$ cat config.mk
export PLATFORM = sky130hd
export DESIGN_NAME = lcd_mode_timing_stat_top_flat
export DESIGN_NICKNAME = d
export VERILOG_FILES = /design/src/sv/lmts_pkg.sv /design/src/sv/lmts_stream_if.sv /design/src/sv/lcd_mode_timing_stat_top.sv /design/src/flat_wrapper.sv
export SDC_FILE = /design/constraint.sdc
export NUM_CORES = 1
export LEC_CHECK = 0
export ABC_AREA = 1
export BUFFER_PORTS_ARGS = -buffer_cell sky130_fd_sc_hd__buf_2
export CORE_MARGIN = 2
export CORE_UTILIZATION = 65
export DETAILED_ROUTE_END_ITERATION = 8
export PLACE_DENSITY = 0.89
export SLEW_MARGIN = 20
export SYNTH_ARGS = -nofsm -noshare
export SYNTH_HDL_FRONTEND = slang
export SYNTH_SLANG_ARGS = --single-unit
$ cat constraint.sdc
create_clock -name clk -period 15.8 [get_ports clk]
set_clock_uncertainty 0.2 [all_clocks]
set_input_delay 0.79 -clock clk [delete_from_list [all_inputs] [get_ports clk]]
set_output_delay 0.79 -clock clk [all_outputs]
set_load 0.02 [all_outputs]
$ cat src/sv/lmts_pkg.sv
// Package for the LCD mode timing and status block.
// Holds the request and response payload types, mode codes, bus addresses and
// mode durations. No dependencies.
package lmts_pkg;

  // Request operation codes.
  localparam logic [1:0] OP_TICK  = 2'd0;
  localparam logic [1:0] OP_READ  = 2'd1;
  localparam logic [1:0] OP_WRITE = 2'd2;

  // Register addresses on the bus.
  localparam logic [15:0] ADDR_LCDC = 16'hFF40;
  localparam logic [15:0] ADDR_STAT = 16'hFF41;
  localparam logic [15:0] ADDR_LY   = 16'hFF44;
  localparam logic [15:0] ADDR_LYC  = 16'hFF45;

  // Palette window 0xFF68..0xFF6B, compared without the two low bits.
  localparam logic [13:0] ADDR_PAL_BASE = 14'(16'hFF68 >> 2);
  // Tile window 0x8000..0x9FFF, compared on the three high bits.
  localparam logic [2:0]  ADDR_TILE_TOP = 3'b100;

  // Bit positions of the STAT interrupt enables.
  localparam int ENA_HBLANK = 0;
  localparam int ENA_VBLANK = 1;
  localparam int ENA_OAM    = 2;
  localparam int ENA_COINC  = 3;

  // Bit of LCDC that switches the display on.
  localparam int LCDC_DISPLAY_BIT = 7;

  // Controller modes.
  typedef enum logic [1:0] {
    MODE_HBLANK   = 2'd0,
    MODE_VBLANK   = 2'd1,
    MODE_OAM      = 2'd2,
    MODE_TRANSFER = 2'd3
  } lcd_mode_t;

  // Mode durations in clock cycles.
  localparam logic [8:0] LEN_HBLANK   = 9'd204;
  localparam logic [8:0] LEN_VBLANK   = 9'd456;
  localparam logic [8:0] LEN_OAM      = 9'd80;
  localparam logic [8:0] LEN_TRANSFER = 9'd172;

  // Request payload: one tick or one bus access.
  typedef struct packed {
    logic [1:0]  op;
    logic [6:0]  tick_cycles;
    logic [15:0] bus_address;
    logic [7:0]  write_data;
  } lmts_req_t;

  // Response payload: one per request.
  typedef struct packed {
    logic [7:0] read_data;
    logic       access_ok;
    logic       vblank_request;
    logic       stat_request;
  } lmts_rsp_t;

  // Result of one mode transition.
  typedef struct packed {
    lcd_mode_t  mode;
    logic [7:0] line;
    logic       vb;
    logic       st;
  } lmts_step_t;

  // Duration of a mode.
  function automatic logic [8:0] mode_len(lcd_mode_t mode);
    logic [8:0] len;
    unique case (mode)
      MODE_HBLANK:   len = LEN_HBLANK;
      MODE_VBLANK:   len = LEN_VBLANK;
      MODE_OAM:      len = LEN_OAM;
      MODE_TRANSFER: len = LEN_TRANSFER;
    endcase
    return len;
  endfunction

endpackage

$ cat src/sv/lmts_stream_if.sv
// Valid/ready channel interfaces for the LCD mode timing and status block.
// Depends on lmts_pkg for the payload types.
interface lmts_req_if import lmts_pkg::*; ();
  logic      valid;
  logic      ready;
  lmts_req_t payload;

  modport source (output valid, output payload, input ready);
  modport sink   (input valid, input payload, output ready);
endinterface

interface lmts_rsp_if import lmts_pkg::*; ();
  logic      valid;
  logic      ready;
  lmts_rsp_t payload;

  modport source (output valid, output payload, input ready);
  modport sink   (input valid, input payload, output ready);
endinterface

$ cat src/sv/lcd_mode_timing_stat_top.sv
// Top level of the LCD mode timing and status block.
// Depends on lmts_pkg and on the channel interfaces in lmts_stream_if.sv.
//
//   channel | direction | payload
//   --------+-----------+---------------------------------------------------
//   req     | in        | op, tick_cycles, bus_address, write_data
//   rsp     | out       | read_data, access_ok, vblank_request, stat_request
//
// Every request is finished in the cycle it is accepted: the timer state is
// updated and the response is loaded into the output register, so one request
// per cycle is sustained while rsp is ready. A tick (tick_cycles up to 127) is
// resolved in closed form by two chained transition stages, since no more than
// two mode changes fit. Reset (rst, synchronous) clears the timer, the enables
// and the display bit. While a response waits in the output register, the next
// request is taken only if the response leaves in the same cycle.
module lcd_mode_timing_stat_top
  import lmts_pkg::*;
#(
  parameter int VISIBLE_LINES = 144,
  parameter int LAST_LINE     = 153
) (
  input  logic          clk,
  input  logic          rst,
  lmts_req_if.sink      req,
  lmts_rsp_if.source    rsp
);

  localparam logic [7:0] VIS_LINE  = 8'(VISIBLE_LINES);
  localparam logic [8:0] LAST_LINE9 = 9'(LAST_LINE);

  // Timer and register state.
  lcd_mode_t  lcd_mode, lcd_mode_next;
  logic [8:0] mode_cycles, mode_cycles_next;
  logic [7:0] current_line, current_line_next;
  logic [7:0] compare_line, compare_line_next;
  logic [3:0] stat_enables, stat_enables_next;
  logic       display_on, display_on_next;

  // Output register.
  logic       rsp_valid;
  lmts_rsp_t  rsp_data;
  lmts_rsp_t  rsp_next;

  logic       req_fire;

  // One mode change at the end of the current mode.
  function automatic lmts_step_t line_step(lcd_mode_t mode, logic [7:0] line,
                                           logic [3:0] ena, logic [7:0] lyc);
    lmts_step_t s;
    logic [7:0] inc;
    logic [8:0] nxt;
    s.mode = mode;
    s.line = line;
    s.vb   = 1'b0;
    s.st   = 1'b0;
    inc    = line + 8'd1;
    nxt    = {1'b0, line} + 9'd1;
    unique case (mode)
      MODE_HBLANK: begin
        s.line = inc;
        s.st   = ena[ENA_COINC] && (inc == lyc);
        if (inc == VIS_LINE) begin
          s.mode = MODE_VBLANK;
          s.vb   = 1'b1;
          s.st   = s.st || ena[ENA_VBLANK];
        end else begin
          s.mode = MODE_OAM;
        end
      end
      MODE_VBLANK: begin
        if (nxt > LAST_LINE9) begin
          s.line = 8'd0;
          s.mode = MODE_OAM;
          s.st   = ena[ENA_OAM];
        end else begin
          s.line = nxt[7:0];
        end
      end
      MODE_OAM: begin
        s.mode = MODE_TRANSFER;
      end
      MODE_TRANSFER: begin
        s.mode = MODE_HBLANK;
        s.st   = ena[ENA_HBLANK];
      end
    endcase
    return s;
  endfunction

  // Tick resolution: a first change once the tick covers d1, a second once the rest covers len2.
  logic [8:0]  len1, len2;
  logic [9:0]  d1;
  logic        fire1, fire2;
  logic [6:0]  remain;
  lmts_step_t  step1, step2;

  always_comb begin
    len1   = mode_len(lcd_mode);
    d1     = (mode_cycles >= len1) ? 10'd1
                                   : ({1'b0, len1} - {1'b0, mode_cycles} + 10'd1);
    fire1  = {3'b000, req.payload.tick_cycles} >= d1;
    remain = 7'({3'b000, req.payload.tick_cycles} - d1);
    step1  = line_step(lcd_mode, current_line, stat_enables, compare_line);
    len2   = mode_len(step1.mode);
    fire2  = fire1 && ({2'b00, remain} >= len2);
    step2  = line_step(step1.mode, step1.line, stat_enables, compare_line);
  end

  // Next state and response for the request at the input.
  logic [15:0] addr;
  logic        in_tile, in_pal;

  always_comb begin
    lcd_mode_next     = lcd_mode;
    mode_cycles_next  = mode_cycles;
    current_line_next = current_line;
    compare_line_next = compare_line;
    stat_enables_next = stat_enables;
    display_on_next   = display_on;
    rsp_next          = '0;
    addr              = req.payload.bus_address;
    in_tile           = addr[15:13] == ADDR_TILE_TOP;
    in_pal            = addr[15:2] == ADDR_PAL_BASE;

    unique case (req.payload.op)
      OP_TICK: begin
        rsp_next.access_ok = 1'b1;
        if (display_on) begin
          if (fire2) begin
            lcd_mode_next     = step2.mode;
            current_line_next = step2.line;
            mode_cycles_next  = 9'({2'b00, remain} + 9'd1 - len2);
            rsp_next.vblank_request = step1.vb || step2.vb;
            rsp_next.stat_request   = step1.st || step2.st;
          end else if (fire1) begin
            lcd_mode_next     = step1.mode;
            current_line_next = step1.line;
            mode_cycles_next  = {2'b00, remain} + 9'd1;
            rsp_next.vblank_request = step1.vb;
            rsp_next.stat_request   = step1.st;
          end else begin
            mode_cycles_next = mode_cycles + {2'b00, req.payload.tick_cycles};
          end
        end
      end
      OP_READ: begin
        rsp_next.access_ok = 1'b1;
        if (addr == ADDR_STAT) begin
          rsp_next.read_data = {1'b0, stat_enables, current_line == compare_line,
                                lcd_mode};
        end else if (addr == ADDR_LYC) begin
          rsp_next.read_data = compare_line;
        end else if (addr == ADDR_LY) begin
          rsp_next.read_data = current_line;
        end else begin
          rsp_next.access_ok = 1'b0;
        end
      end
      OP_WRITE: begin
        rsp_next.access_ok = 1'b1;
        if (in_tile || in_pal) begin
          // Tile and palette data are accepted and dropped.
        end else if (addr == ADDR_LCDC) begin
          display_on_next = req.payload.write_data[LCDC_DISPLAY_BIT];
          if (!req.payload.write_data[LCDC_DISPLAY_BIT]) begin
            current_line_next = 8'd0;
            lcd_mode_next     = MODE_HBLANK;
          end
        end else if (addr == ADDR_STAT) begin
          stat_enables_next = req.payload.write_data[6:3];
        end else if (addr == ADDR_LYC) begin
          compare_line_next = req.payload.write_data;
        end else if (addr == ADDR_LY) begin
          current_line_next = 8'd0;
        end else begin
          rsp_next.access_ok = 1'b0;
        end
      end
      default: begin
        // Unknown operation: no effect, all response fields zero.
      end
    endcase
  end

  // Handshake: take a request whenever the output register is free or drains.
  assign req.ready   = !rsp_valid || rsp.ready;
  assign req_fire    = req.valid && req.ready;
  assign rsp.valid   = rsp_valid;
  assign rsp.payload = rsp_data;

  // State registers.
  always_ff @(posedge clk) begin
    if (rst) begin
      lcd_mode     <= MODE_HBLANK;
      mode_cycles  <= 9'd0;
      current_line <= 8'd0;
      compare_line <= 8'd0;
      stat_enables <= 4'd0;
      display_on   <= 1'b0;
      rsp_valid    <= 1'b0;
    end else begin
      if (req_fire) begin
        lcd_mode     <= lcd_mode_next;
        mode_cycles  <= mode_cycles_next;
        current_line <= current_line_next;
        compare_line <= compare_line_next;
        stat_enables <= stat_enables_next;
        display_on   <= display_on_next;
        rsp_valid    <= 1'b1;
      end else if (rsp.ready) begin
        rsp_valid    <= 1'b0;
      end
    end
  end

  // Response payload register.
  always_ff @(posedge clk) begin
    if (req_fire) begin
      rsp_data <= rsp_next;
    end
  end

endmodule

$ cat src/flat_wrapper.sv
// flat-port wrapper written by rule: the top's interface ports become plain ports
module lcd_mode_timing_stat_top_flat import lmts_pkg::*;
#(
  parameter int VISIBLE_LINES = 144,
  parameter int LAST_LINE     = 153
)
  (clk, rst, req_valid, req_payload, req_ready, rsp_valid, rsp_payload, rsp_ready);
  lmts_req_if req_i ();
  lmts_rsp_if rsp_i ();
  input  logic clk;
  input  logic rst;
  input wire logic [$bits(req_i.valid)-1:0] req_valid;
  input wire logic [$bits(req_i.payload)-1:0] req_payload;
  output wire logic [$bits(req_i.ready)-1:0] req_ready;
  output wire logic [$bits(rsp_i.valid)-1:0] rsp_valid;
  output wire logic [$bits(rsp_i.payload)-1:0] rsp_payload;
  input wire logic [$bits(rsp_i.ready)-1:0] rsp_ready;
  assign req_i.valid = req_valid;
  assign req_i.payload = req_payload;
  assign req_ready = req_i.ready;
  assign rsp_valid = rsp_i.valid;
  assign rsp_payload = rsp_i.payload;
  assign rsp_i.ready = rsp_ready;
  lcd_mode_timing_stat_top #(.VISIBLE_LINES(VISIBLE_LINES), .LAST_LINE(LAST_LINE)) u_core (.clk(clk), .rst(rst), .req(req_i), .rsp(rsp_i));
endmodule
==> results of run 1 <==
-- cell type report --
cell class	instances	area [sq um]
fillers	608	1956
clock buffers	5	68.82
multi-input cells	573	3420
clock inverters	3	47.55
flip-flops and latches	44	991.0
inverters	125	471.7
well taps	99	123.9
repair buffers	50	252.7
-- routing by layer --
metal / part of all wire, % / GRT usage, % / up-vias
met4: 3.1 / 14.39 / 0
li1: - / - / 2581
met5: 0 / 0 / -
met3: 6.0 / 3.651 / 48
met2: 51 / 63.33 / 229
met1: 40 / 38.98 / 2384
-- sequential cells by signal, summed over array words and instances (netlist names) --
signal and flops:
u_core.rsp.payload 11, u_core.lcd_mode 2, u_core.display_on 1, u_core.current_line 8, u_core.mode_cycles 9, u_core.rsp.valid 1, u_core.stat_enables 4, u_core.compare_line 8
-- worst max-delay path by stage --
stage	from	to	slack [ns]
3_5_place_dp	u_core.lcd_mode[0]	u_core.lcd_mode[0]	9.99
5_1_grt	u_core.lcd_mode[0]	u_core.mode_cycles[5]	9.39
2_1_floorplan	u_core.lcd_mode[0]	u_core.current_line[0]	10.85
6_report	u_core.lcd_mode[0]	u_core.lcd_mode[0]	9.86
4_1_cts	u_core.lcd_mode[0]	u_core.lcd_mode[0]	9.97
3_3_place_gp	u_core.lcd_mode[0]	u_core.mode_cycles[4]	10.22
-- logic make-up after synthesis --
logic type	share of synthesized area, %
AO/OA/AOI/OAI	16.23
XOR/XNOR	3.535
adder cells (fa/ha/maj)	15.00
buffers and inverters	11.01
flip-flops	19.99
AND/OR/NAND/NOR	34.23
-- through the flow --
stage | hold WS, ns | utilization, % | cells | setup slack, ns
finish | 0.3169 | 73.32 | 899 | 9.857
global route | 0.3475 | 73.32 | 899 | 9.390
CTS | 0.3205 | 73.32 | 899 | 9.965
detailed placement | 0.3059 | 71.74 | 891 | 9.995
global placement | 0.2860 | 71.74 | 891 | 10.22
floorplan | 0.2714 | - | 752 | 10.85
-- critical path, delay by kind of cell, from the launching register on --
family / cells / cell delay [ns]
AOI/OAI and AO/OA: 9 / 1.52
adders and majority gates: 5 / 1.48
and+or+nand+nor: 11 / 1.24
buffers and inverters: 5 / 0.71
DFF: 1 / 0.37
xor gates and xnor gates: 1 / 0.37
-- power groups by stage --
stage	logic, mW	registers, mW	clock network, mW
floorplan	0.0644	0.122	0
global placement	0.0865	0.121	0
detailed placement	0.0900	0.121	0
CTS	0.0905	0.118	0.0923
global route	0.103	0.118	0.0969
finish	0.0923	0.118	0.0918
-- cell usage in the layout (no fill, tap or decap), drive strengths merged, types with 10 or more instances in the layout --
cell type,instances
dfxtp,33
a211oi,12
inv,124
nand4,12
o211ai,12
nand2,190
nand3,43
buf,50
nor3,10
ha,53
edfxtp,11
nor2,94
o21ai,36
a21oi,45
xor2,14
==> metrics.txt, run 1 <==
Psw=0.1042 mW; total of max-cap violations=0; Logic pwr share=30.6%; core box area=0.007331 sq mm; initial antenna violation count=0; Placed Area=0.005259 sq mm; Worst path max stage delay=0.39 ns; H-tree depth=2; crit path max-delay cell type=ha_1; worst min-delay path class=register to register; latest clock arrival within the worst-skew pair=0.31 ns; Via density=5.831; Int Pwr=0.1980 mW; first-pass GRT wire length=23.43 mm; clock sinks=44; setup repair after global routing missed its margin=no; normalized max-slew margin=48.15%; final non-filler cell area=0.005375 sq mm; Critical R2R Launch=u_core.lcd_mode[0]; gr usage total=33.96%; commonest cells in the netlist=nand2_1 (165), inv_1 (115), nor2_1 (84), ha_1 (53), a21oi_1 (44); most frequent cell after synthesis=nand2_1; Slew Limit Fails=0; VDD IR-drop max=34.35 uV; CTS tree=done; WHS Path Cells=2; Post-DRT Antenna Nets=0; Critical Path Fanout Max=9; Power, Total=0.3022 mW; register area share after synthesis=19.99%; Tcrit/Tclk final=37.61%; Hold Crit Start=u_core.stat_enables[1]; Final Setup Violations=0; Die Ht=91.32 um; clk root buf=clkbuf_8; Syn-to-layout area delta=8.458%; Initial Util=67.61%; post-synth top area share=13.38%; PD cells=56.22 mW/mm^2; kind of critical path=register to register; number of global-route vias before repair=5223; full die area=0.008339 sq mm; postcts setup bufs=0; TritonRoute pass-1 iters=6; Startpoint Class=register; static leakage power=2.499 nW; Syn Area/Cell=6.590 sq um; Starting DRT DRC Count=358; # nets final=893; n_diodes=0; routed length per instance=15.20 um; minimum clock period=5.943 ns; largest net degree at the start of global routing=27; reg2reg path depth=31; Detailed Place HPWL=11.05 mm; clock power share=30.4%; Flop pwr share=39.0%; DRC viols=0; synth warn=0; Worst Tran Pin Value=0.7706 ns; Required @ worst endpoint=15.84 ns; Mapped Cells=752; number of port buffers=49; status=finished clean; Final Hold Viols=0; cts repair resizes=0; Top FF cell, synth=dfxtp_1; total wire length=13.67 mm; Clk pin slew, worst setup/hold paths=0.09 ns; setup TNS=0 ns; Crit. End Element=register; reg-to-reg endpoint=u_core.lcd_mode[0]; row cnt=31; number of flops mapped to enable cells by yosys=11; ratio of cells with drive above 1 in the final layout=14.50%; Seq cells post-synth=44; Die X=91.32 um; Synth async-reset ratio=0%; gpl congestion=1.057; synth top area cells=ha_1 (13%), dfxtp_1 (13%), nand2_1 (12%), inv_1 (8.7%), edfxtp_1 (6.7%); Achievable Freq=0.1683 GHz; mapped cell area=0.004956 sq mm; flop-to-flop setup slack=9.86 ns; total I/O pin count=50; Max Buffers Root-to-Sink=2; CP arrival=5.98 ns; # hold bufs at CTS=0; sw frac=34.48%; TritonCTS buffer count=5; post-synthesis net count=846; Yosys top cell by area=ha_1; Netlist cell types=52; hold path endpoint=u_core.stat_enables[1]; grt ovf=0; Via Count=5242
No activity file was read; power rests on OpenSTA's default activity.
==> run 2: changes to the inputs <==
- CORE_UTILIZATION: 65 -> 61
- PLACE_DENSITY: 0.89 -> 0.84
- clock period: 15.8 -> 5.6 ns (I/O delays scaled with it)
==> metrics.txt, run 2 (synthesized netlist as in run 1, its figures left out) <==
latest clock arrival within the worst-skew pair=0.31 ns; Post-DRT Antenna Nets=0; number of port buffers=49; status=finished clean; fill count=673; initial antenna violation count=0; Max Buffers Root-to-Sink=2; Die Ht=94.14 um; total of max-cap violations=0; Syn-to-layout area delta=11.31%; normalized max-slew margin=46.10%; Worst Tran Pin Value=0.8076 ns; DRC viols=0; gpl congestion=0.9839; PD cells=161.6 mW/mm^2; Initial Util=63.48%; row cnt=32; routed length per instance=15.27 um; Achievable Freq=0.1910 GHz; Tcrit/Tclk final=93.49%; Final Setup Violations=0; worst min-delay path class=primary input to register; TritonCTS buffer count=5; total wire length=13.93 mm; Worst Slack Setup Final=0.3648 ns; n_diodes=0; H-tree depth=2; TritonRoute pass-1 iters=6; Startpoint Class=register; grt ovf=0; first-pass GRT wire length=23.07 mm; number of global-route vias before repair=5264; Final Hold Viols=0; core box area=0.007807 sq mm; Via Count=5369; CP arrival=5.28 ns; Util after Layout=70.66%; max reg flops=11; gr usage total=32.13%; largest net degree at the start of global routing=27; Die X=94.14 um; VDD IR-drop max=101.7 uV; Worst path max stage delay=0.39 ns; Starting DRT DRC Count=345; Critical Path Fanout Max=6; clock sinks=44; CTS tree=done; Via density=5.887; kind of critical path=register to register; crit path max-delay cell type=dfxtp_4; Crit. End Element=register; full die area=0.008861 sq mm; most frequent cells in the layout=nand2_1 (165), inv_1 (113), nor2_1 (84), ha_1 (51), buf_2 (49); total I/O pin count=50; # nets final=903; minimum clock period=5.235 ns; Slew Limit Fails=0; # hold bufs at CTS=0; clk root buf=clkbuf_8; most common library cell in the layout ignoring fill and taps=nand2_1; Required @ worst endpoint=5.64 ns; Clk pin slew, worst setup/hold paths=0.10 ns; Detailed Place HPWL=11.01 mm; static leakage power=2.558 nW; Power, Total=0.8914 mW; ratio of cells with drive above 1 in the final layout=16.79%; Setup WS pre-CTS=0.1032 ns
run 2: cell count changes in the layout (fill, tap and decap cells not counted), moves of 2 or more:
cell	change
dfxtp_4	+2
o21ai_0	-4
dfxtp_1	-2
xor2_1	-2
clkinv_4	-2
o21ai_1	+3
buf_4	+8
ha_1	-2
ha_2	+2
xor2_2	+2
inv_1	-2
run 2: power breakdown:
group          internal [mW]  total (mW)  switching (mW)
sequential             0.329       0.332         0.00275
clock                  0.135       0.265           0.130
combinational          0.116       0.294           0.179
run 2: critical path, delay by kind of cell, from the launching register on:
family	cells	cell delay [ns]
AO/OA/AOI/OAI	8	1.51
adder cells (fa/ha/maj)	4	1.17
AND/OR/NAND/NOR	11	1.11
XOR/XNOR	3	0.65
flip-flops	1	0.39
buffers and inverters	2	0.15
run 2: final timing paths:
kind | to | slack, ns | startpoint | depth (start not counted)
worst max-delay path | u_core.mode_cycles[8] | 0.36 | u_core.lcd_mode[1] | 28
worst min-delay path | u_core.compare_line[1] | 0.009 | req_payload[1] | 3
worst max register to register | u_core.mode_cycles[8] | 0.36 | u_core.lcd_mode[1] | 28
worst min register to register | u_core.stat_enables[1] | 0.31 | u_core.stat_enables[1] | 2
run 2: cell type report:
| cell class | count | area, sq um | area share (%) |
|---|---|---|---|
| Multi-Input combinational cell | 574 | 3468 | 62.87 |
| Sequential cell | 44 | 998.5 | 18.10 |
| Inverter | 125 | 474.2 | 8.596 |
| Timing Repair Buffer | 59 | 332.8 | 6.033 |
| Tap cell | 102 | 127.6 | 2.313 |
| Clock buffer | 5 | 68.82 | 1.247 |
| Clock inverter | 3 | 46.29 | 0.8392 |
run 2: timing repair:
action | in CTS | in global routing
setup buffers | 0 | 5
endpoints found under the setup margin | 0 | 18
resized for setup | 0 | 20
run 2: per-stage QoR:
step | instances | hold slack [ns] | TNS (ns) | instance area (sq um)
3_5_place_dp | 898 | 0.2895 | 0 | 5293
6_report | 912 | 0.008588 | 0 | 5517
2_1_floorplan | 752 | 0.2167 | 0 | 4956
5_1_grt | 912 | 0.03356 | -0.02918 | 5517
4_1_cts | 906 | 0.01248 | 0 | 5408
3_3_place_gp | 898 | 0.2850 | 0 | 5293
run 2: metal layers:
metal | vias up | wire length (um) | track usage, %
met2 | 279 | 7073 | 59.88
met3 | 61 | 1004 | 4.494
met1 | 2431 | 5332 | 35.84
met5 | - | 0 | 0
li1 | 2598 | - | -
met4 | 0 | 517 | 14.37
==> run 3: changes to the inputs <==
- CAP_MARGIN: not set -> 10
- CELL_PAD_IN_SITES_DETAIL_PLACEMENT: not set -> 1
- CELL_PAD_IN_SITES_GLOBAL_PLACEMENT: not set -> 1
- CORE_UTILIZATION: 61 -> 43
- PLACE_DENSITY: 0.84 -> 0.83
==> metrics.txt, run 3 (synthesized netlist as in run 1, its figures left out) <==
status=finished clean; Tcrit/Tclk final=94.65%; Required @ worst endpoint=5.59 ns; total of max-cap violations=0; TritonCTS buffer count=5; number of global-route vias before repair=5610; Critical Path Fanout Max=6; Starting DRT DRC Count=287; CTS tree=done; Via density=5.466; Detailed Place HPWL=13.34 mm; DRC viols=0; worst min-delay path class=primary input to register; Worst Tran Pin Value=0.8827 ns; GRT met3 Usage=2.613%; Clk pin slew, worst setup/hold paths=0.07 ns; TritonRoute pass-1 iters=4; VDD IR-drop max=130.2 uV; WHS Path Cells=3; Final Setup Violations=0; Slew Limit Fails=0; number of port buffers=49; crit path max-delay cell type=dfxtp_4; grt ovf=0; core box area=0.01132 sq mm; Placed Area=0.005366 sq mm; fin cells=963; total wire length=16.93 mm; Critical R2R Launch=u_core.lcd_mode[0]; minimum clock period=5.300 ns; initial antenna violation count=0; clk root buf=clkbuf_16; static leakage power=2.633 nW; Via Count=5264; Startpoint Class=register; global-route met2 utilization=49.72%; Initial Util=43.78%; Util after Layout=50.82%; kind of critical path=register to register; most common library cell in the layout ignoring fill and taps=nand2_1; Post-DRT Antenna Nets=0; hold path endpoint=u_core.compare_line[0]; routed length per instance=17.58 um; gr usage total=26.80%; GRT busiest layer=met2; largest net degree at the start of global routing=27; total I/O pin count=50; reg2reg path depth=31; Worst Slack Setup Final=0.2998 ns; final non-filler cell area=0.005753 sq mm; met1 usage=32.49%; setup TNS=0 ns; Final Hold Viols=0; first-pass GRT wire length=27.14 mm; flop-to-flop setup slack=0.30 ns; ratio of cells with drive above 1 in the final layout=19.27%; Die X=111.4 um; latest clock arrival within the worst-skew pair=0.30 ns; n_diodes=0; Achievable Freq=0.1887 GHz; Die Ht=111.4 um; clock sinks=44; Worst path max stage delay=0.38 ns; Max Buffers Root-to-Sink=2; PD cells=174.1 mW/mm^2; post-placement cell count=942; Crit. End Element=register; most frequent cells in the layout=nand2_1 (164), inv_1 (110), nor2_1 (83), ha_1 (50), buf_2 (49); Syn-to-layout area delta=16.08%; max reg flops=11; row cnt=39; # nets final=913; fill count=1545; normalized max-slew margin=40.61%; full die area=0.01240 sq mm; reg-to-reg endpoint=u_core.mode_cycles[6]; Setup WS pre-CTS=-0.1174 ns; Hold Crit Start=req_payload[0]; # hold bufs at CTS=0; H-tree depth=2; Most common cell on crit path=ha_1; gpl congestion=0.8869; CP arrival=5.29 ns
[run 3: cell count changes in the layout (fill, tap and decap cells not counted), sizes merged]
cell | before | now
nand2 | 190 | 191
buf | 59 | 68
clkinv | 1 | 2
inv | 125 | 124
[run 3: layer usage]
metal / part of all wire [%] / wire [um]
met5: 0 / 0
met4: 2.0 / 333
met3: 3.0 / 516
met2: 52 / 8829
met1: 43 / 7252
[run 3: how the worst max path moves through the flow]
stage,startpoint,to,slack (ns),cells past startpoint
5_1_grt,u_core.lcd_mode[1],u_core.mode_cycles[8],-0.05,28
2_1_floorplan,u_core.lcd_mode[0],u_core.current_line[0],0.65,30
4_1_cts,u_core.lcd_mode[1],u_core.mode_cycles[8],0.006,28
3_5_place_dp,u_core.lcd_mode[0],u_core.mode_cycles[4],-0.12,31
3_3_place_gp,u_core.lcd_mode[0],u_core.mode_cycles[4],0.30,31
6_report,u_core.lcd_mode[0],u_core.mode_cycles[6],0.30,31
[run 3: what timing repair did]
item,4_1_cts,5_1_grt
endpoints found under the setup margin,17,19
gates cloned,0,2
gates resized for setup,2,32
buffers inserted,0,11
pin swaps,0,12
[run 3: critical path: cells and delay by family (launching register included)]
kind,cells,cell delay [ns]
flops,1,0.38
compound gates,9,1.41
fa+ha+maj,4,1.14
xor+xnor,1,0.29
simple gates,9,1.02
buf+inv,8,0.79
[run 3: report_power, final]
group	leakage [nW]	internal, mW	total [mW]	switching (mW)
Sequential	0.380	0.330	0.333	0.00360
Combinational	2.17	0.123	0.313	0.190
Clock	0.0840	0.212	0.355	0.143
Total	2.63	0.665	1.00	0.336
[run 3: stage by stage]
stage          hold slack, ns  total power, mW
3_5_place_dp           0.2943           0.6043
2_1_floorplan          0.2167           0.5272
5_1_grt               0.04674            1.049
6_report              0.03268            1.002
3_3_place_gp           0.2816           0.5912
4_1_cts               0.03960           0.9530
[run 3: area by class of cell]
type / count / area [sq um] / share of cell area, %
inverters: 125 / 478.0 / 8.308
repair buffers: 68 / 400.4 / 6.960
well taps: 143 / 178.9 / 3.110
multi-input cells: 575 / 3525 / 61.27
clock inverters: 3 / 47.55 / 0.8264
clock buffers: 5 / 125.1 / 2.175
flip-flops and latches: 44 / 998.5 / 17.36
